--- config.mk ---
export PLATFORM = sky130hd
export DESIGN_NAME = source_text_tokenizer
export DESIGN_NICKNAME = d
export VERILOG_FILES = /design/src/sv/stt_pkg.sv /design/src/sv/stt_scan.sv /design/src/sv/stt_queue.sv /design/src/sv/stt_emit.sv /design/src/sv/source_text_tokenizer.sv
export VERILOG_INCLUDE_DIRS = /design/src /design/src/sv
export SDC_FILE = /design/constraint.sdc
export NUM_CORES = 1
export LEC_CHECK = 0
export BUFFER_PORTS_ARGS = -buffer_cell sky130_fd_sc_hd__buf_4
export CAP_MARGIN = 20
export CORE_AREA = 2 2 276 278
export CTS_BUF_LIST = sky130_fd_sc_hd__clkbuf_16
export CTS_CLUSTER_DIAMETER = 80
export DETAILED_ROUTE_END_ITERATION = 8
export DIE_AREA = 0 0 278 280
export SYNTH_ARGS = -nofsm -noshare
export SYNTH_HDL_FRONTEND = slang
export SYNTH_SLANG_ARGS = --single-unit
--- constraint.sdc ---
create_clock -name clock -period 13.6 [get_ports clock]
set_input_delay 1.36 -clock clock [delete_from_list [all_inputs] [get_ports clock]]
set_output_delay 1.36 -clock clock [all_outputs]
set_load 0.02 [all_outputs]
--- src/sv/source_text_tokenizer_assert.svh ---
// ----------------------------------------------------------------------------
// Source text tokenizer assertion macros
// Shared check macros, clocked on clock and disabled while reset is high.
// ----------------------------------------------------------------------------
`ifndef SOURCE_TEXT_TOKENIZER_ASSERT_SVH
`define SOURCE_TEXT_TOKENIZER_ASSERT_SVH
`ifndef SYNTHESIS
`define STT_ASSERT(lbl, prop) \
   lbl: assert property (@(posedge clock) disable iff (reset) (prop)) \
      else $error("source_text_tokenizer: check failed");
`define STT_ASSERT_NEXT(lbl, pre, post) \
   lbl: assert property (@(posedge clock) disable iff (reset) (pre) |=> (post)) \
      else $error("source_text_tokenizer: check failed");
`else
`define STT_ASSERT(lbl, prop)
`define STT_ASSERT_NEXT(lbl, pre, post)
`endif
`endif

--- src/sv/stt_pkg.sv ---
// ----------------------------------------------------------------------------
// Source text tokenizer package
// Default sizes, token codes, character codes and the keyword table.
// ----------------------------------------------------------------------------
package stt_pkg;

   // Default sizes handed to the top level parameters.
   localparam int MAX_TOKEN_LENGTH_DEF = 256;
   localparam int POSITION_BITS_DEF    = 24;
   localparam int LINE_BITS_DEF        = 16;

   // Depth of the token queue between scanner and emitter.
   localparam int QUEUE_DEPTH = 4;

   // Fixed field widths of a token word.
   localparam int KIND_BITS = 3;
   localparam int SYM_BITS  = 8;
   localparam int KWI_BITS  = 3;

   // Token kinds.
   localparam logic [KIND_BITS-1:0] KIND_SYMBOL   = 3'd0;
   localparam logic [KIND_BITS-1:0] KIND_STRING   = 3'd1;
   localparam logic [KIND_BITS-1:0] KIND_IDENT    = 3'd2;
   localparam logic [KIND_BITS-1:0] KIND_SYNTAX   = 3'd3;
   localparam logic [KIND_BITS-1:0] KIND_DATATYPE = 3'd4;
   localparam logic [KIND_BITS-1:0] KIND_INTEGER  = 3'd5;

   // Keyword indexes.
   localparam logic [KWI_BITS-1:0] KWI_NONE   = 3'd0;
   localparam logic [KWI_BITS-1:0] KWI_VAR    = 3'd1;
   localparam logic [KWI_BITS-1:0] KWI_PRINT  = 3'd2;
   localparam logic [KWI_BITS-1:0] KWI_CONST  = 3'd3;
   localparam logic [KWI_BITS-1:0] KWI_STRING = 3'd4;
   localparam logic [KWI_BITS-1:0] KWI_INT    = 3'd5;

   // Character codes.
   localparam logic [7:0] CHAR_LF         = 8'h0A;
   localparam logic [7:0] CHAR_QUOTE      = 8'h22;
   localparam logic [7:0] CHAR_LPAREN     = 8'h28;
   localparam logic [7:0] CHAR_RPAREN     = 8'h29;
   localparam logic [7:0] CHAR_STAR       = 8'h2A;
   localparam logic [7:0] CHAR_PLUS       = 8'h2B;
   localparam logic [7:0] CHAR_MINUS      = 8'h2D;
   localparam logic [7:0] CHAR_SLASH      = 8'h2F;
   localparam logic [7:0] CHAR_DIGIT_0    = 8'h30;
   localparam logic [7:0] CHAR_DIGIT_9    = 8'h39;
   localparam logic [7:0] CHAR_SEMI       = 8'h3B;
   localparam logic [7:0] CHAR_EQUAL      = 8'h3D;
   localparam logic [7:0] CHAR_UPPER_A    = 8'h41;
   localparam logic [7:0] CHAR_UPPER_Z    = 8'h5A;
   localparam logic [7:0] CHAR_UNDERSCORE = 8'h5F;
   localparam logic [7:0] CHAR_LOWER_A    = 8'h61;
   localparam logic [7:0] CHAR_LOWER_Z    = 8'h7A;
   localparam logic [7:0] CHAR_PAD        = 8'h00;

   // Keyword table, in keyword index order, padded to eight characters.
   localparam int KW_COUNT = 5;
   localparam logic [7:0] KW_TEXT [KW_COUNT][8] = '{
      '{"v", "a", "r", CHAR_PAD, CHAR_PAD, CHAR_PAD, CHAR_PAD, CHAR_PAD},
      '{"p", "r", "i", "n", "t", CHAR_PAD, CHAR_PAD, CHAR_PAD},
      '{"c", "o", "n", "s", "t", CHAR_PAD, CHAR_PAD, CHAR_PAD},
      '{"s", "t", "r", "i", "n", "g", CHAR_PAD, CHAR_PAD},
      '{"i", "n", "t", CHAR_PAD, CHAR_PAD, CHAR_PAD, CHAR_PAD, CHAR_PAD}
   };
   localparam logic [2:0] KW_LEN [KW_COUNT] = '{3'd3, 3'd5, 3'd5, 3'd6, 3'd3};

   // Handshake status of one queue entry: present, and holding two tokens.
   typedef struct packed {
      logic valid;
      logic pair;
   } stt_entry_ctl_type;

endpackage

--- src/sv/stt_scan.sv ---
// ----------------------------------------------------------------------------
// Source text tokenizer scanner
// Classifies each accepted byte, tracks the open token and builds up to two
// token words per byte for the queue.
// ----------------------------------------------------------------------------
`include "source_text_tokenizer_assert.svh"

module stt_scan
   import stt_pkg::*;
#(
   parameter int MAX_TOKEN_LENGTH = MAX_TOKEN_LENGTH_DEF,
   parameter int POSITION_BITS    = POSITION_BITS_DEF,
   parameter int LINE_BITS        = LINE_BITS_DEF,
   parameter int LEN_BITS         = $clog2(MAX_TOKEN_LENGTH + 1),
   parameter int TOK_BITS         = KIND_BITS + POSITION_BITS + LEN_BITS + LINE_BITS +
                                    SYM_BITS + KWI_BITS + 1
)
(
   input  logic                  clock,
   input  logic                  reset,
   input  logic                  byte_accept,
   input  logic [7:0]            text_byte,
   input  logic                  end_of_text,
   output stt_entry_ctl_type     push_ctl,
   output logic [TOK_BITS-1:0]   first_tok,
   output logic [TOK_BITS-1:0]   second_tok
);

   typedef enum logic [1:0] {
      MODE_IDLE,
      MODE_STRING,
      MODE_WORD,
      MODE_NUMBER
   } mode_type;

   localparam logic [LEN_BITS-1:0]      LEN_MAX  = LEN_BITS'(MAX_TOKEN_LENGTH);
   localparam logic [LINE_BITS-1:0]     LINE_ONE = LINE_BITS'(1);
   localparam logic [POSITION_BITS-1:0] POS_ONE  = POSITION_BITS'(1);

   mode_type                 mode_ff, mode_in;
   logic [POSITION_BITS-1:0] pos_ff, pos_in;
   logic [LINE_BITS-1:0]     line_ff, line_in;
   logic [POSITION_BITS-1:0] tstart_ff, tstart_in;
   logic [LINE_BITS-1:0]     tline_ff, tline_in;
   logic [LEN_BITS-1:0]      count_ff, count_in;
   logic [KW_COUNT-1:0]      match_ff, match_in;
   logic                     ovf_ff, ovf_in;

   logic is_letter, is_digit, is_symbol, is_quote;
   logic in_string, in_word, in_number;
   logic used, close_cur, opening, do_add, flush;
   logic [LEN_BITS-1:0]  base_count, add_count;
   logic [KW_COUNT-1:0]  base_match, add_match;
   logic                 base_ovf, add_ovf;
   logic [TOK_BITS-1:0]  closed_tok, flush_tok, sym_tok;

   // Packs one token word, kind in the lowest bits.
   function automatic logic [TOK_BITS-1:0] pack_tok(
      input logic [KIND_BITS-1:0]     kind,
      input logic [POSITION_BITS-1:0] start,
      input logic [LEN_BITS-1:0]      len,
      input logic [LINE_BITS-1:0]     line,
      input logic [SYM_BITS-1:0]      sym,
      input logic [KWI_BITS-1:0]      kwi,
      input logic                     ovf
   );
      return {ovf, kwi, sym, line, len, start, kind};
   endfunction

   // Builds the word for a string, word or number token from its state.
   function automatic logic [TOK_BITS-1:0] value_tok(
      input mode_type                 mode,
      input logic [POSITION_BITS-1:0] start,
      input logic [LINE_BITS-1:0]     line,
      input logic [LEN_BITS-1:0]      cnt,
      input logic [KW_COUNT-1:0]      match,
      input logic                     ovf
   );
      logic [KWI_BITS-1:0]  kwi;
      logic [KIND_BITS-1:0] kind;
      kwi = KWI_NONE;
      if (mode == MODE_WORD) begin
         // The lowest matching keyword wins.
         for (int k = KW_COUNT - 1; k >= 0; k--) begin
            if (match[k] && cnt == LEN_BITS'(KW_LEN[k]) && !ovf) begin
               kwi = KWI_BITS'(k + 1);
            end
         end
      end
      case (mode)
         MODE_STRING: kind = KIND_STRING;
         MODE_WORD: begin
            if (kwi == KWI_NONE) begin
               kind = KIND_IDENT;
            end else if (kwi <= KWI_PRINT) begin
               kind = KIND_SYNTAX;
            end else begin
               kind = KIND_DATATYPE;
            end
         end
         default: kind = KIND_INTEGER;
      endcase
      return pack_tok(kind, start, cnt, line, CHAR_PAD, kwi, ovf);
   endfunction

   // Byte classes.
   always_comb begin
      is_letter = (text_byte inside {[CHAR_LOWER_A:CHAR_LOWER_Z], [CHAR_UPPER_A:CHAR_UPPER_Z],
                                     CHAR_UNDERSCORE});
      is_digit  = (text_byte inside {[CHAR_DIGIT_0:CHAR_DIGIT_9]});
      is_symbol = (text_byte inside {CHAR_LPAREN, CHAR_RPAREN, CHAR_EQUAL, CHAR_SEMI,
                                     CHAR_PLUS, CHAR_MINUS, CHAR_SLASH, CHAR_STAR});
      is_quote  = (text_byte == CHAR_QUOTE);
   end

   // Decide what the byte does to the open token.
   always_comb begin
      in_string = (mode_ff == MODE_STRING);
      in_word   = (mode_ff == MODE_WORD);
      in_number = (mode_ff == MODE_NUMBER);
      used      = in_string || (in_word && (is_letter || is_digit)) ||
                  (in_number && is_digit);
      close_cur = (in_string && is_quote) || (in_word && !(is_letter || is_digit)) ||
                  (in_number && !is_digit);
      opening   = !used && (is_quote || is_letter || is_digit);
      do_add    = (used && !(in_string && is_quote)) || (opening && !is_quote);
   end

   // Character append with per-keyword match flags.
   always_comb begin
      if (opening) begin
         base_count = '0;
         base_match = '1;
         base_ovf   = 1'b0;
      end else begin
         base_count = count_ff;
         base_match = match_ff;
         base_ovf   = ovf_ff;
      end
      if (base_count == LEN_MAX) begin
         add_count = base_count;
         add_match = '0;
         add_ovf   = 1'b1;
      end else begin
         for (int k = 0; k < KW_COUNT; k++) begin
            add_match[k] = base_match[k] && (base_count < LEN_BITS'(KW_LEN[k])) &&
                           (KW_TEXT[k][base_count[2:0]] == text_byte);
         end
         add_count = base_count + 1'b1;
         add_ovf   = base_ovf;
      end
   end

   // Token state after this byte, before the end of text is applied.
   always_comb begin
      if (used) begin
         mode_in = (in_string && is_quote) ? MODE_IDLE : mode_ff;
      end else if (opening) begin
         if (is_quote) begin
            mode_in = MODE_STRING;
         end else if (is_letter) begin
            mode_in = MODE_WORD;
         end else begin
            mode_in = MODE_NUMBER;
         end
      end else begin
         mode_in = MODE_IDLE;
      end
      if (opening) begin
         tstart_in = is_quote ? (pos_ff + POS_ONE) : pos_ff;
         tline_in  = line_ff;
      end else begin
         tstart_in = tstart_ff;
         tline_in  = tline_ff;
      end
      if (do_add) begin
         count_in = add_count;
         match_in = add_match;
         ovf_in   = add_ovf;
      end else begin
         count_in = base_count;
         match_in = base_match;
         ovf_in   = base_ovf;
      end
      pos_in  = pos_ff + POS_ONE;
      line_in = ((text_byte == CHAR_LF) && (line_ff != '1)) ? (line_ff + LINE_ONE) : line_ff;
   end

   // Result words in order: closed token, symbol, flushed token.
   always_comb begin
      flush      = end_of_text && (mode_in != MODE_IDLE);
      closed_tok = value_tok(mode_ff, tstart_ff, tline_ff, count_ff, match_ff, ovf_ff);
      flush_tok  = value_tok(mode_in, tstart_in, tline_in, count_in, match_in, ovf_in);
      sym_tok    = pack_tok(KIND_SYMBOL, pos_ff, LEN_BITS'(1), line_ff, text_byte,
                            KWI_NONE, 1'b0);
      if (close_cur) begin
         first_tok = closed_tok;
      end else if (is_symbol && !used) begin
         first_tok = sym_tok;
      end else begin
         first_tok = flush_tok;
      end
      second_tok     = (is_symbol && !used) ? sym_tok : flush_tok;
      push_ctl.valid = byte_accept && (close_cur || (is_symbol && !used) || flush);
      push_ctl.pair  = close_cur && ((is_symbol && !used) || flush);
   end

   // Scanner state; the end of text returns everything to its reset value.
   always_ff @(posedge clock) begin
      if (reset || (byte_accept && end_of_text)) begin
         mode_ff   <= MODE_IDLE;
         pos_ff    <= '0;
         line_ff   <= LINE_ONE;
         tstart_ff <= '0;
         tline_ff  <= LINE_ONE;
         count_ff  <= '0;
         match_ff  <= '1;
         ovf_ff    <= 1'b0;
      end else if (byte_accept) begin
         mode_ff   <= mode_in;
         pos_ff    <= pos_in;
         line_ff   <= line_in;
         tstart_ff <= tstart_in;
         tline_ff  <= tline_in;
         count_ff  <= count_in;
         match_ff  <= match_in;
         ovf_ff    <= ovf_in;
      end
   end

   `STT_ASSERT(a_scan_count_bound, count_ff <= LEN_MAX)
   `STT_ASSERT_NEXT(a_scan_eot_clears, byte_accept && end_of_text,
                    mode_ff == MODE_IDLE && line_ff == LINE_ONE && pos_ff == '0)

endmodule

--- src/sv/stt_queue.sv ---
// ----------------------------------------------------------------------------
// Source text tokenizer queue
// Short queue of scanner results, each entry holding one or two token words.
// ----------------------------------------------------------------------------
`include "source_text_tokenizer_assert.svh"

module stt_queue
   import stt_pkg::*;
#(
   parameter int TOK_BITS = 64
)
(
   input  logic                  clock,
   input  logic                  reset,
   input  stt_entry_ctl_type     push_ctl,
   input  logic [TOK_BITS-1:0]   push_first,
   input  logic [TOK_BITS-1:0]   push_second,
   output logic                  space,
   output stt_entry_ctl_type     head_ctl,
   output logic [TOK_BITS-1:0]   head_first,
   output logic [TOK_BITS-1:0]   head_second,
   input  logic                  pop
);

   localparam int PTR_BITS   = $clog2(QUEUE_DEPTH);
   localparam int COUNT_BITS = $clog2(QUEUE_DEPTH + 1);
   localparam logic [COUNT_BITS-1:0] COUNT_FULL = COUNT_BITS'(QUEUE_DEPTH);

   logic [TOK_BITS-1:0]   first_ff  [QUEUE_DEPTH];
   logic [TOK_BITS-1:0]   second_ff [QUEUE_DEPTH];
   logic                  pair_ff   [QUEUE_DEPTH];
   logic [PTR_BITS-1:0]   wr_ptr_ff, rd_ptr_ff;
   logic [COUNT_BITS-1:0] count_ff;

   // Head of the queue.
   always_comb begin
      space          = (count_ff != COUNT_FULL);
      head_ctl.valid = (count_ff != '0);
      head_ctl.pair  = pair_ff[rd_ptr_ff];
      head_first     = first_ff[rd_ptr_ff];
      head_second    = second_ff[rd_ptr_ff];
   end

   // Entry storage.
   always_ff @(posedge clock) begin
      if (push_ctl.valid) begin
         first_ff[wr_ptr_ff]  <= push_first;
         second_ff[wr_ptr_ff] <= push_second;
         pair_ff[wr_ptr_ff]   <= push_ctl.pair;
      end
   end

   // Pointers and fill count.
   always_ff @(posedge clock) begin
      if (reset) begin
         wr_ptr_ff <= '0;
         rd_ptr_ff <= '0;
         count_ff  <= '0;
      end else begin
         if (push_ctl.valid) begin
            wr_ptr_ff <= wr_ptr_ff + 1'b1;
         end
         if (pop) begin
            rd_ptr_ff <= rd_ptr_ff + 1'b1;
         end
         if (push_ctl.valid && !pop) begin
            count_ff <= count_ff + 1'b1;
         end else if (pop && !push_ctl.valid) begin
            count_ff <= count_ff - 1'b1;
         end
      end
   end

   `STT_ASSERT(a_queue_no_overrun, !push_ctl.valid || (count_ff != COUNT_FULL))
   `STT_ASSERT(a_queue_no_underrun, !pop || (count_ff != '0))

endmodule

--- src/sv/stt_emit.sv ---
// ----------------------------------------------------------------------------
// Source text tokenizer emitter
// Takes queue entries apart into single tokens and holds each in the output
// register until the receiver takes it.
// ----------------------------------------------------------------------------
`include "source_text_tokenizer_assert.svh"

module stt_emit
   import stt_pkg::*;
#(
   parameter int TOK_BITS  = 64,
   parameter int DATA_BITS = 64
)
(
   input  logic                  clock,
   input  logic                  reset,
   input  stt_entry_ctl_type     head_ctl,
   input  logic [TOK_BITS-1:0]   head_first,
   input  logic [TOK_BITS-1:0]   head_second,
   output logic                  pop,
   output logic                  rsp_tvalid,
   input  logic                  rsp_tready,
   output logic [DATA_BITS-1:0]  rsp_tdata,
   output logic                  rsp_tlast
);

   logic                valid_ff;
   logic                slot_ff, slot_in;
   logic [TOK_BITS-1:0] data_ff, data_in;
   logic                last_ff, last_in;
   logic                load, split;

   // Load the output register whenever it is empty or being taken.
   always_comb begin
      load  = head_ctl.valid && (!valid_ff || rsp_tready);
      split = head_ctl.pair && !slot_ff;
      pop   = load && !split;
      if (split) begin
         data_in = head_first;
         last_in = 1'b0;
         slot_in = 1'b1;
      end else begin
         data_in = slot_ff ? head_second : head_first;
         last_in = 1'b1;
         slot_in = 1'b0;
      end
   end

   // Control state of the output register.
   always_ff @(posedge clock) begin
      if (reset) begin
         valid_ff <= 1'b0;
         slot_ff  <= 1'b0;
      end else if (load) begin
         valid_ff <= 1'b1;
         slot_ff  <= slot_in;
      end else if (rsp_tready) begin
         valid_ff <= 1'b0;
      end
   end

   // Output word.
   always_ff @(posedge clock) begin
      if (load) begin
         data_ff <= data_in;
         last_ff <= last_in;
      end
   end

   assign rsp_tvalid = valid_ff;
   assign rsp_tdata  = DATA_BITS'(data_ff);
   assign rsp_tlast  = last_ff;

   `STT_ASSERT(a_emit_second_half, !slot_ff || (head_ctl.valid && head_ctl.pair))

endmodule

--- src/sv/source_text_tokenizer.sv ---
// ----------------------------------------------------------------------------
// Source text tokenizer
// Turns a byte stream of source text into a stream of token descriptors.
// ----------------------------------------------------------------------------
// Usage: source text enters on the req_ channel, one byte per word, with
// req_tlast set on the final byte of a text. Token descriptors leave on the
// rsp_ channel, one token per word, with rsp_tlast set on the last token
// caused by a given input byte. A byte causes zero, one or two tokens.
// A token passes from the scanner into a queue entry and then into the output
// register before it appears on rsp_tvalid.
// Throughput: one byte per cycle while bytes cause at most one token each
// and the receiver does not stall; the output register drains one token per
// cycle, so a byte that causes two tokens holds its queue entry until both
// are loaded into the output register, which the four-entry queue absorbs.
// When the receiver stalls, the queue fills and req_tready drops once all
// four entries are held; the output word stays stable until taken.
// After reset, and after every byte marked req_tlast, the scanner is outside
// any token with position zero and line one. After reset the queue and the
// output register are also empty.
// ----------------------------------------------------------------------------
module source_text_tokenizer
   import stt_pkg::*;
#(
   parameter int MAX_TOKEN_LENGTH = MAX_TOKEN_LENGTH_DEF,
   parameter int POSITION_BITS    = POSITION_BITS_DEF,
   parameter int LINE_BITS        = LINE_BITS_DEF,
   localparam int LEN_BITS        = $clog2(MAX_TOKEN_LENGTH + 1),
   localparam int TOK_BITS        = KIND_BITS + POSITION_BITS + LEN_BITS + LINE_BITS +
                                    SYM_BITS + KWI_BITS + 1,
   localparam int DATA_BITS       = ((TOK_BITS + 7) / 8) * 8
)
(
   input  logic                 clock,
   input  logic                 reset,
   // Source text bytes.
   input  logic                 req_tvalid,
   output logic                 req_tready,
   input  logic [7:0]           req_tdata,   // text_byte
   input  logic                 req_tlast,   // end_of_text
   // Token descriptors.
   output logic                 rsp_tvalid,
   input  logic                 rsp_tready,
   // token_kind, start_position, token_length, start_line, symbol_byte,
   // keyword_index, length_overflow, then zero fill
   output logic [DATA_BITS-1:0] rsp_tdata,
   output logic                 rsp_tlast    // last_of_run
);

   stt_entry_ctl_type   push_ctl, head_ctl;
   logic [TOK_BITS-1:0] push_first, push_second, head_first, head_second;
   logic                space, pop, byte_accept;

   // A byte is taken whenever the queue has room for its results.
   assign req_tready  = space;
   assign byte_accept = req_tvalid && space;

   stt_scan #(
      .MAX_TOKEN_LENGTH (MAX_TOKEN_LENGTH),
      .POSITION_BITS    (POSITION_BITS),
      .LINE_BITS        (LINE_BITS),
      .LEN_BITS         (LEN_BITS),
      .TOK_BITS         (TOK_BITS)
   ) u_scan (
      .clock       (clock),
      .reset       (reset),
      .byte_accept (byte_accept),
      .text_byte   (req_tdata),
      .end_of_text (req_tlast),
      .push_ctl    (push_ctl),
      .first_tok   (push_first),
      .second_tok  (push_second)
   );

   stt_queue #(
      .TOK_BITS (TOK_BITS)
   ) u_queue (
      .clock       (clock),
      .reset       (reset),
      .push_ctl    (push_ctl),
      .push_first  (push_first),
      .push_second (push_second),
      .space       (space),
      .head_ctl    (head_ctl),
      .head_first  (head_first),
      .head_second (head_second),
      .pop         (pop)
   );

   stt_emit #(
      .TOK_BITS  (TOK_BITS),
      .DATA_BITS (DATA_BITS)
   ) u_emit (
      .clock       (clock),
      .reset       (reset),
      .head_ctl    (head_ctl),
      .head_first  (head_first),
      .head_second (head_second),
      .pop         (pop),
      .rsp_tvalid  (rsp_tvalid),
      .rsp_tready  (rsp_tready),
      .rsp_tdata   (rsp_tdata),
      .rsp_tlast   (rsp_tlast)
   );

endmodule

Word-level counts from Yosys, hierarchy flattened. Memories as Yosys holds them, arrays and structs flattened. A register that Yosys moved wholly into a read port is not among the register bits. Index checks and enable logic that the tools add are counted.

$add $sub $neg: 7. Magnitude comparators: 12. Equality and inequality tests: 30. Muxes and demuxes: 63. Bitwise logic cells: 1. Reductions and logical operators: 87.

Operators with widths (count): two-way mux 64 bit (4); two-way mux 8 bit (10); == test 8 x 6 -> 1 bit (second input constant) (9); two-way mux 3 bit (18); logical AND 1 bit (53); two-way mux 24 bit (2); == test 8 bit (5); == test 9 x 3 -> 1 bit (second input constant) (4); two-way mux 9 bit (3); adder 24 x 1 -> 24 bit (second input constant) (1); two-way mux 2 bit (10); == test 9 x 2 -> 1 bit (second input constant) (2); less-than comparator 9 x 3 -> 1 bit (second input constant) (2); adder 16 x 1 -> 16 bit (second input constant) (1); >= comparator 8 x 7 -> 1 bit (second input constant) (2); <= comparator 8 x 7 -> 1 bit (second input constant) (2); two-way mux 16 bit (1); != test 16 bit (second input constant) (1); two-way mux 5 bit (3); logical OR 1 bit (13); logical NOT 1 bit (12); one-hot mux 3 bit (2 select lines) (2); two-way mux 1 bit (10); adder 9 x 1 -> 9 bit (second input constant) (1); other kinds (20) (29).

Bits in registers: 171. Bits in writable memories: 516. Bits in read-only memories: 320. Bits of input ports: 13. Output and inout port bits: 67. Word-level logic and storage cells: 223. Memories kept: 8.

Memories: u_queue.first_ff (words 4, bits a word 64, read ports 1, clocked after Yosys merged registers in 1, write ports 1, line stt_queue.sv:29) `logic [TOK_BITS-1:0] first_ff [QUEUE_DEPTH];`; u_queue.second_ff (words 4, bits a word 64, read ports 1, clocked after Yosys merged registers in 1, write ports 1, line stt_queue.sv:30) `logic [TOK_BITS-1:0] second_ff [QUEUE_DEPTH];`; (name not given) (words 8, bits a word 8, read ports 1, clocked after Yosys merged registers in 0, write ports 0, line stt_scan.sv:147) `(KW_TEXT[k][base_count[2:0]] == text_byte);`; (name not given) (words 8, bits a word 8, read ports 1, clocked after Yosys merged registers in 0, write ports 0, line stt_scan.sv:147); (name not given) (words 8, bits a word 8, read ports 1, clocked after Yosys merged registers in 0, write ports 0, line stt_scan.sv:147); (name not given) (words 8, bits a word 8, read ports 1, clocked after Yosys merged registers in 0, write ports 0, line stt_scan.sv:147); 2 more memories.

Logic depth before layout (Yosys ltp). Gate-level depths: netlist of the first run.

Word-level depth: 32. Depth in mapped cells: 23. Gate-level depth less buffers: 19.

Hierarchy. Synthesis of the first run repeated with hierarchy kept, for this count alone.

Cells, all modules: 2044. Area total of the unflattened synthesis: 30027.5 sq um.

By module, submodules not included: stt_queue (instances 1, cells an instance 718, area each 19052.0 sq um, seq. area each 15675.0 sq um); stt_scan (instances 1, cells an instance 1176, area each 7988.9 sq um, seq. area each 1941.9 sq um); stt_emit (instances 1, cells an instance 149, area each 2980.4 sq um, seq. area each 1991.9 sq um); source_text_tokenizer (instances 1, cells an instance 1, area each 6.3 sq um, seq. area each 0.0 sq um).

Worst setup path before layout of the first run. Ideal clock, no wire load.

Path type: input-to-reg. Start: in req_tdata[0]. End: mem u_queue.first_ff[0][0] (enable). Setup time: 0.503 ns. Arrival: 6.891 ns. Data required time: 13.097 ns. Setup slack: 6.206 ns. Stages on the path: 13. Buffers on the path: 3. Cell sequence: buf_6 > or4_4 > o211ai_1 > o22ai_2 > nand2_1 > buf_2 > buf_1 > a31oi_1 > ha_1 > inv_1 > a21oi_1 > a21oi_1 > and2_1.

RTL lines: start, declared (line source_text_tokenizer.sv:38) `input logic [7:0] req_tdata,`; end, declared (line stt_queue.sv:29).

==> results.yml, run 1 <==
floorplan:
  pin_count: 80
  core_mm2: 0.0752
  start_util: 0.395
  dieArea_mm2: 0.0778
  row_count: 101
  die_h_um: 280
  die-width_um: 278
placement:
  routabilityCongestion: 0.859
  dp.cells: 2989
  io_buffer_count: 79
  dp_hpwl_um: 43300
cts:
  ctsHtreeMaxLevel: 3
  post-cts-setup-buffer-count: 0
  clock_path_buffers: 3
  cts_tree: "built"
  clk_pin_slew_worst_paths_ps: 50
  ctsResizeCount: 0
  numCtsBuffers: 74
  cts_sinks: 689
  clk-insertion-delay-late_ps: 610
  cts_root_buffer: "clkbuf_16"
  hold_buffers: 0
drt:
  viasPerCell: 5.64
  drc: 0
  finalWirelength_um: 73100
  dr.pass1.iters: 6
  routedWlPerCell_um: 23.4
  ant_nets: 0
  drtIter0Drc: 1464
  vias: 17600
hold_path:
  hold_class: "register to register"
  min_to: "u_scan.tline_ff[10]"
  hp-start: "u_scan.tline_ff[10]"
  holdPathStages: 2
sta:
  maxSlewHeadroom: 0.276
  slew_violations: 0
  finalClockSkew_ps: 22.5
  hold_viol: 0
  finalCritPeriodShare: 0.487
  min_period_ps: 6620
  rsz0062_at_grt: "false"
  max_freq_mhz: 151
  worstMarginPinSlew_ps: 1090
  fin_setup_tns_ps: 0
  setup_viol: 0
critical_path:
  cp_num_buf_inv: 5
  rr_worst_depth: 16
  cpPeakStageDelay_ps: 830
  crit_path_start_kind: "input port"
  worstPathRequired_ps: 13830
  r2r_end: "u_queue.first_ff[0][2]"
  r2r_slack_ps: 7300
  critical_path_arrival_ps: 6860
  critPathSlowestCell: "and2_4"
  critPathTopFamily: "simple AND/OR/NAND/NOR gates"
  cp-end-kind: "register"
  setup.worst_path.start: "req_tdata[4]"
  worstSetupPathType: "input port to register"
  crit_fanout: 55
  cp_cell_sequence: "buf_4 > nor4_4 > a32oi_1 > o22ai_2 > nand2_1 > buf_4 > nor2_1 > a31oi_1 > ha_1 > inv_1 > a21oi_1 > a21oi_1 > and2_4 > buf_4 > buf_4"
  reg2reg_from: "u_scan.mode_ff[0]"
  crit_top_cell: "buf_4"
logic_synthesis:
  ys_seq_elements: 689
  avgSynthCellArea_um2: 14.7
  synth-async-reset-ratio: 0
  seq_area_frac_synth: 0.661
  synthFlopType: "edfxtp_1"
  ys_types: 86
  netlist_instances: 2021
  syn_area_mm2: 0.0297
  yosysWarnings: 0
  synth_edf_count: 581
global_route:
  globalRouteTotalUtil: 0.187
  grt_max_degree: 70
  grt_pass1_wl_um: 111000
  antenna_found_initial: 2
  gr-total-overflow: 0
  grt_pass1_vias: 18000
layout:
  fin_cells: 3125
  fin_nets: 2121
  drive_gt1_frac: 0.227
  area_delta_synth_final_pct: 13.9
  diodes: 0
outcome:
  status: "finished clean"
pwr:
  max-vdd-ir-drop_uv: 196
  cellLeakagePower_nw: 11.4
  p_per_area_mw_per_mm2: 176
  total_power_mw: 5.95
job:
  drv_cap: 0
per-layer routing:
metal / GRT usage / routed length, µm / share of wire / vias to the layer above
li1: - / - / - / 7872
met1: 0.251 / 32000 / 0.44 / 9093
met2: 0.314 / 35600 / 0.49 / 554
met3: 0.0266 / 3740 / 0.051 / 119
met4: 0.0622 / 1840 / 0.025 / 0
met5: 0 / 0 / 0 / -
per-stage QoR:
stage / setup WS [ps] / utilization / instance area, µm² / hold WS, ps
2_1_floorplan: 6210 / - / 29700 / 443
3_3_place_gp: 6560 / 0.416 / 31300 / 455
3_5_place_dp: 6390 / 0.416 / 31300 / 461
4_1_cts: 6980 / 0.449 / 33800 / 469
5_1_grt: 6630 / 0.449 / 33800 / 494
6_report: 6980 / 0.449 / 33800 / 468
cell usage in the layout, fill, tap and decap left out, types with 6 or more instances in the layout:
master	Yosys	final
dfxtp_1	108	105
clkbuf_16	0	77
mux4_2	129	129
nor2_1	132	130
a31oi_1	15	15
mux2_2	105	105
nand4_1	13	13
nand3_1	26	26
o221a_2	8	8
nand3b_1	7	7
or3_1	19	19
xor2_1	34	34
o21a_1	8	7
edfxtp_1	581	581
o211ai_1	9	9
inv_1	20	35
ha_1	19	19
xnor2_1	18	18
nand2b_1	6	6
nor4_1	8	8
nor2b_1	6	6
clkinv_1	1	19
bufinv_16	0	9
mux2i_1	8	8
a21oi_1	94	93
clkinv_2	0	6
nor3_1	24	24
a211oi_1	12	12
and3_1	21	21
and2_1	16	11
o21ai_0	70	70
conb_1	1	16
o22ai_1	10	10
buf_4	3	109
o31ai_1	8	8
nand2_1	251	251
cell type report:
type | instances | area [µm²]
Tap cell | 978 | 1220
Clock buffer | 77 | 1930
Inverter | 21 | 78.8
Timing Repair Buffer | 111 | 873
Multi-Input combinational cell | 1191 | 9540
Fill cell | 6546 | 41400
Sequential cell | 689 | 19600
Clock inverter | 58 | 537
logic make-up (layout without fill, tap and decap cells):
logic type                 count (synthesis)  after routing  share of synthesized area
DFF                                      689            689                      0.661
and+or+nand+nor                          564            564                     0.0893
AOI/OAI and AO/OA                        297            297                     0.0641
muxes                                    242            242                      0.140
buffers and inverters                    156            267                     0.0211
xor gates and xnor gates                  52             52                     0.0153
adders and majority gates                 20             20                    0.00869
other                                      1             16                   0.000126
power breakdown:
group	total, mW	switching, mW	leakage [nW]	internal [mW]
Sequential	2.65	0.102	6.37	2.55
Clock	2.03	0.828	1.25	1.20
Combinational	1.27	0.735	3.74	0.532
cells in the mapped netlist, types with 7 or more instances:
cell      count  share of area
o21ai_0      70          0.012
nand3b_1      7         0.0018
nand4_1      13         0.0027
buf_2        12         0.0020
inv_1        20         0.0025
buf_1        25         0.0032
xnor2_1      18         0.0053
nor4_1        8         0.0017
o22ai_1      10         0.0021
a211oi_1     12         0.0030
mux2_2      105          0.040
a21oi_1      94          0.016
mux4_2      129          0.098
edfxtp_1    581           0.59
and3_1       21         0.0044
nor2_1      132          0.017
nand3_1      26         0.0044
or3_1        19         0.0040
o221a_2       8         0.0030
a31oi_1      15         0.0032
o211ai_1      9         0.0023
and2_1       16         0.0034
nand2_1     251          0.032
o21a_1        8         0.0020
clkbuf_1     93          0.012
mux2i_1       8         0.0027
nor3_1       24         0.0040
dfxtp_1     108          0.073
ha_1         19         0.0080
o31ai_1       8         0.0020
xor2_1       34          0.010
worst register-to-register path, delay by kind of cell (launching register included):
kind / cells / cell delay (ps)
buf+inv: 6 / 1980
fa+ha+maj: 2 / 580
simple gates: 3 / 1400
compound gates: 5 / 1510
flops: 1 / 400
worst max path at each step:
stage,end,slack [ps],depth (start not counted)
6_report,u_queue.first_ff[0][2],6980,15
3_3_place_gp,u_queue.first_ff[0][63],6560,15
5_1_grt,u_queue.second_ff[0][63],6630,15
3_5_place_dp,u_queue.second_ff[0][2],6390,15
4_1_cts,u_queue.second_ff[0][61],6980,15
2_1_floorplan,u_queue.first_ff[0][0],6210,13
sequential cells by signal (all words and copies together), names as in the netlist, named ones only:
| register | count |
|---|---|
| u_queue.first_ff | 256 |
| u_queue.second_ff | 256 |
| u_emit.rsp_tdata | 64 |
| u_scan.pos_ff | 24 |
| u_scan.tstart_ff | 24 |
| u_scan.line_ff | 16 |
| u_scan.tline_ff | 16 |
| u_scan.count_ff | 9 |
| u_scan.match_ff | 5 |
| u_queue.pair_ff | 4 |
| u_queue.count_ff | 3 |
| u_queue.rd_ptr_ff | 2 |
| u_queue.wr_ptr_ff | 2 |
| u_scan.mode_ff | 2 |
| u_emit.rsp_tlast | 1 |
| u_emit.rsp_tvalid | 1 |
| u_emit.slot_ff | 1 |
| u_scan.ovf_ff | 1 |
Note: power is estimated with default switching activity, not from simulation.
==> run 2, diff against run 1 <==
==> constraint.sdc (replaced) <==
create_clock -name clock -period 5.8 [get_ports clock]
set_input_delay 0.58 -clock clock [delete_from_list [all_inputs] [get_ports clock]]
set_output_delay 0.58 -clock clock [all_outputs]
set_load 0.02 [all_outputs]
==> results.yml, run 2 (synthesized netlist as in run 1, its figures left out) <==
job:
  drv_cap: 0
layout:
  multi_input_area_mm2: 0.00954
  nFillCells: 6610
  final_util: 0.452
  layout_common_cells: "edfxtp_1 (581), nand2_1 (251), nor2_1 (130)"
  post-route-cell-area_mm2: 0.0340
  area_delta_synth_final_pct: 14.6
  diodes: 0
  fin_nets: 2139
  fin_cells: 3148
  final_common_cell: "edfxtp_1"
  seq_area_mm2: 0.0196
  drive_gt1_frac: 0.234
floorplan:
  core_mm2: 0.0752
  die-width_um: 278
  start_util: 0.395
  pin_count: 80
  die_h_um: 280
  row_count: 101
  dieArea_mm2: 0.0778
cts:
  clk-insertion-delay-late_ps: 630
  cts_root_buffer: "clkbuf_16"
  clk_pin_slew_worst_paths_ps: 60
  ctsResizeCount: 0
  ctsHtreeMaxLevel: 3
  cts_sinks: 689
  cts_tree: "built"
  post-cts-setup-buffer-count: 0
  numCtsBuffers: 77
  hold_buffers: 0
  clock_path_buffers: 3
critical_path:
  worstSetupPathType: "register to register"
  cp-end-kind: "register"
  critical_path_arrival_ps: 5090
  crit_path_start_kind: "register"
  crit_fanout: 8
  worstPathRequired_ps: 6260
drt:
  dr.pass1.iters: 5
  vias: 17500
  finalWirelength_um: 71300
  drc: 0
  routedWlPerCell_um: 22.6
  drtIter0Drc: 1385
  ant_nets: 0
  viasPerCell: 5.54
sta:
  finalCritPeriodShare: 0.798
  maxSlewHeadroom: 0.325
  max_freq_mhz: 216
  hold_viol: 0
  finalClockSkew_ps: 28.0
  rsz0062_at_grt: "false"
  fin_setup_tns_ps: 0
  min_period_ps: 4630
  setup_viol: 0
  whs_ps: 227
  slew_violations: 0
  layout_setup_ws_ps: 1170
  worstMarginPinSlew_ps: 1010
pwr:
  p_per_area_mw_per_mm2: 406
  max-vdd-ir-drop_uv: 583
  cellLeakagePower_nw: 11.5
  p_sw_frac: 0.282
  power.clock.fraction: 0.337
  power.share.combinational: 0.213
  total_power_mw: 13.8
  seq_power_share: 0.451
  internal_power_mw: 9.90
  p_switching_mw: 3.89
placement:
  dp.cells: 3005
  io_buffer_count: 79
  placed_cell_area_mm2: 0.0315
  dpl_worst_slack_ps: 657
  routabilityCongestion: 0.856
  dp_hpwl_um: 43000
global_route:
  grt_pass1_wl_um: 109000
  antenna_found_initial: 1
  globalRouteTotalUtil: 0.185
  grt_max_degree: 93
  gr-total-overflow: 0
  grt_pass1_vias: 17900
hold_path:
  hold_class: "input port to register"
outcome:
  status: "finished clean"
## run 2: changes by cell type in the layout (fill, tap and decap cells not counted), moves of 2 or more
cell | before | now
bufinv_16 | 9 | 5
clkinv_1 | 19 | 17
buf_12 | 0 | 11
buf_16 | 2 | 0
clkinv_2 | 6 | 8
clkinv_8 | 1 | 3
inv_8 | 0 | 2
buf_4 | 109 | 115
inv_1 | 35 | 41
## run 2: worst paths after layout
| kind | startpoint | end | slack [ps] | depth (start not counted) |
|---|---|---|---|---|
| worst max-delay path | u_scan.mode_ff[0] | u_queue.first_ff[0][62] | 1170 | 19 |
| worst min-delay path | reset | u_emit.slot_ff | 230 | 2 |
| worst max register to register | u_scan.mode_ff[0] | u_queue.first_ff[0][62] | 1170 | 19 |
| worst min register to register | u_scan.tline_ff[10] | u_scan.tline_ff[10] | 470 | 2 |
## run 2: area by class of cell
cell class,count,share of cell area
Sequential cell,689,0.577
Tap cell,978,0.0360
Clock buffer,77,0.0567
Multi-Input combinational cell,1191,0.281
Timing Repair Buffer,126,0.0319
Inverter,21,0.00232
Clock inverter,66,0.0152
## run 2: critical path: stages, from the launching register on
cell,delay (ps)
dfxtp_1,400
inv_1,70
ha_1,200
inv_1,240
o211ai_1,180
o22ai_2,190
nand2_1,140
nand2_1,200
inv_1,110
ha_1,320
xnor2_1,170
o21ai_0,90
a221oi_1,260
o311ai_0,180
a311oi_1,260
a41oi_1,210
nor4_1,330
o21ai_0,280
nor3_1,400
a21o_1,230
## run 2: power groups by stage
stage	registers [mW]	logic [mW]	clock network (mW)
4_1_cts	6.24	3.01	4.77
5_1_grt	6.27	3.16	4.96
3_5_place_dp	6.33	2.99	0
2_1_floorplan	6.52	1.70	0
3_3_place_gp	6.32	2.97	0
6_report	6.21	2.94	4.64
## run 2: per-layer routing
| layer | track usage | vias to the layer above | wire, µm |
|---|---|---|---|
| li1 | - | 7920 | - |
| met1 | 0.244 | 8979 | 30700 |
| met2 | 0.314 | 432 | 35400 |
| met3 | 0.0276 | 119 | 3410 |
| met4 | 0.0600 | 2 | 1770 |
| met5 | 0 | - | 18 |
==> run 3, diff against run 2 <==
==> constraint.sdc (replaced) <==
create_clock -name clock -period 3.8 [get_ports clock]
set_input_delay 0.38 -clock clock [delete_from_list [all_inputs] [get_ports clock]]
set_output_delay 0.38 -clock clock [all_outputs]
set_load 0.02 [all_outputs]
==> results.yml, run 3 (synthesized netlist as in run 1, its figures left out) <==
outcome:
  status: "finished, violations left"
  violations: "negative setup slack"
layout:
  layout_common_cells: "edfxtp_1 (581), nand2_1 (247), buf_4 (235)"
  final_common_cell: "edfxtp_1"
  nFillCells: 6359
  area_delta_synth_final_pct: 20.7
  diodes: 0
  fin_nets: 2283
  drive_gt1_frac: 0.310
pwr:
  p_per_area_mw_per_mm2: 595
  power.clock.fraction: 0.330
  p_sw_frac: 0.281
  p_switching_mw: 5.99
  max-vdd-ir-drop_uv: 359
  power.share.combinational: 0.226
  internal_power_mw: 15.3
  total_power_mw: 21.3
  cellLeakagePower_nw: 12.3
  seq_power_share: 0.444
critical_path:
  worstSetupPathType: "register to register"
  cpPeakStageDelay_ps: 360
  crit_path_start_kind: "register"
  critPathSlowestCell: "nor4_4"
  cp-end-kind: "register"
  crit_top_cell: "ha_4"
  crit_fanout: 4
  cp_cell_sequence: "inv_2 > ha_4 > inv_4 > a32oi_2 > o22ai_2 > nand2_2 > nand2_4 > buf_6 > ha_4 > o21ai_2 > a221oi_4 > o311ai_1 > a311oi_1 > a41oi_2 > nor4_4 > o21ai_4 > a211o_1 > a21oi_2"
  critical_path_arrival_ps: 4300
  worstPathRequired_ps: 4240
sta:
  whs_ps: 62.5
  min_period_ps: 3860
  max_freq_mhz: 259
  finalClockSkew_ps: 29.5
  maxSlewHeadroom: 0.483
  slew_violations: 0
  finalCritPeriodShare: 1.01
  worstMarginPinSlew_ps: 768
  rsz0062_at_grt: "true"
  setup_viol: 20
  layout_setup_ws_ps: -56.0
  hold_viol: 0
  fin_setup_tns_ps: -484
cts:
  numCtsBuffers: 73
  cts_tree: "built"
  hold_buffers: 0
  ctsHtreeMaxLevel: 3
  cts_root_buffer: "clkbuf_16"
  clk_pin_slew_worst_paths_ps: 60
  clk-insertion-delay-late_ps: 620
  cts_sinks: 689
  clock_path_buffers: 3
floorplan:
  start_util: 0.395
  dieArea_mm2: 0.0778
  die-width_um: 278
  pin_count: 80
  row_count: 101
  core_mm2: 0.0752
  die_h_um: 280
global_route:
  grt_max_degree: 64
  use_met3: 0.0271
  grt_pass1_wl_um: 113000
  top_usage_layer: "met2"
  grtUsageMet1: 0.253
  antenna_found_initial: 2
  use_met2: 0.321
  globalRouteTotalUtil: 0.189
  grt_pass1_vias: 18400
  gr-total-overflow: 0
drt:
  viasPerCell: 5.48
  routedWlPerCell_um: 22.5
  drc: 0
  finalWirelength_um: 73900
  dr.pass1.iters: 5
  drtIter0Drc: 1206
  ant_nets: 0
  vias: 18000
placement:
  dpl_worst_slack_ps: -617
  dp_hpwl_um: 46900
  routabilityCongestion: 0.871
  io_buffer_count: 79
hold_path:
  hold_class: "input port to register"
job:
  drv_cap: 0
## run 3: what timing repair did
action | CTS | global route
resized for setup | 37 | 50
pin swaps | 19 | 28
hold endpoints to repair | 0 | 0
setup buffers | 7 | 12
setup endpoints to repair | 50 | 49
## run 3: final timing paths
check                startpoint  cells past startpoint  slack [ps]                     end
max           u_scan.mode_ff[0]                     18         -60  u_queue.first_ff[3][2]
min                       reset                      2          60          u_emit.slot_ff
max reg2reg   u_scan.mode_ff[0]                     18         -60  u_queue.first_ff[3][2]
min reg2reg  u_scan.tline_ff[8]                      2         470      u_scan.tline_ff[8]
## run 3: metrics by stage
| stage | cell area [µm²] | instances | util |
|---|---|---|---|
| after floorplan | 29800 | 2036 | - |
| after global placement | 32800 | 3135 | 0.437 |
| after detailed placement | 32800 | 3135 | 0.437 |
| after CTS | 35500 | 3277 | 0.472 |
| after global routing | 35800 | 3288 | 0.476 |
| final | 35800 | 3288 | 0.476 |
## run 3: area by class of cell
class	instances	area (µm²)	share of cell area
repair buffers	274	2500	0.0697
clock inverters	57	458	0.0128
multi-input cells	1191	9970	0.278
inverters	21	83.8	0.00234
well taps	978	1220	0.0342
flip-flops and latches	689	19600	0.548
clock buffers	78	1950	0.0545
## run 3: critical path: cells and delay by family (launching register included)
kind            cells  cell delay, ps
simple gates        3             610
fa+ha+maj           2             450
buf+inv             3             260
compound gates     10            2040
flops               1             330
## run 3: per-layer routing
layer / routed length, µm / part of all wire
met5: 29 / 0.00039
met4: 1810 / 0.025
met3: 3230 / 0.044
met2: 36400 / 0.49
met1: 32400 / 0.44
## run 3: power by group through the flow
stage               logic (mW)  clock network, mW  registers, mW
finish                    4.81               7.03           9.47
detailed placement        4.78                  0           9.64
global route              5.14               7.47           9.55
CTS                       4.85               7.18           9.49
global placement          4.74                  0           9.62
floorplan                 2.61                  0           9.91
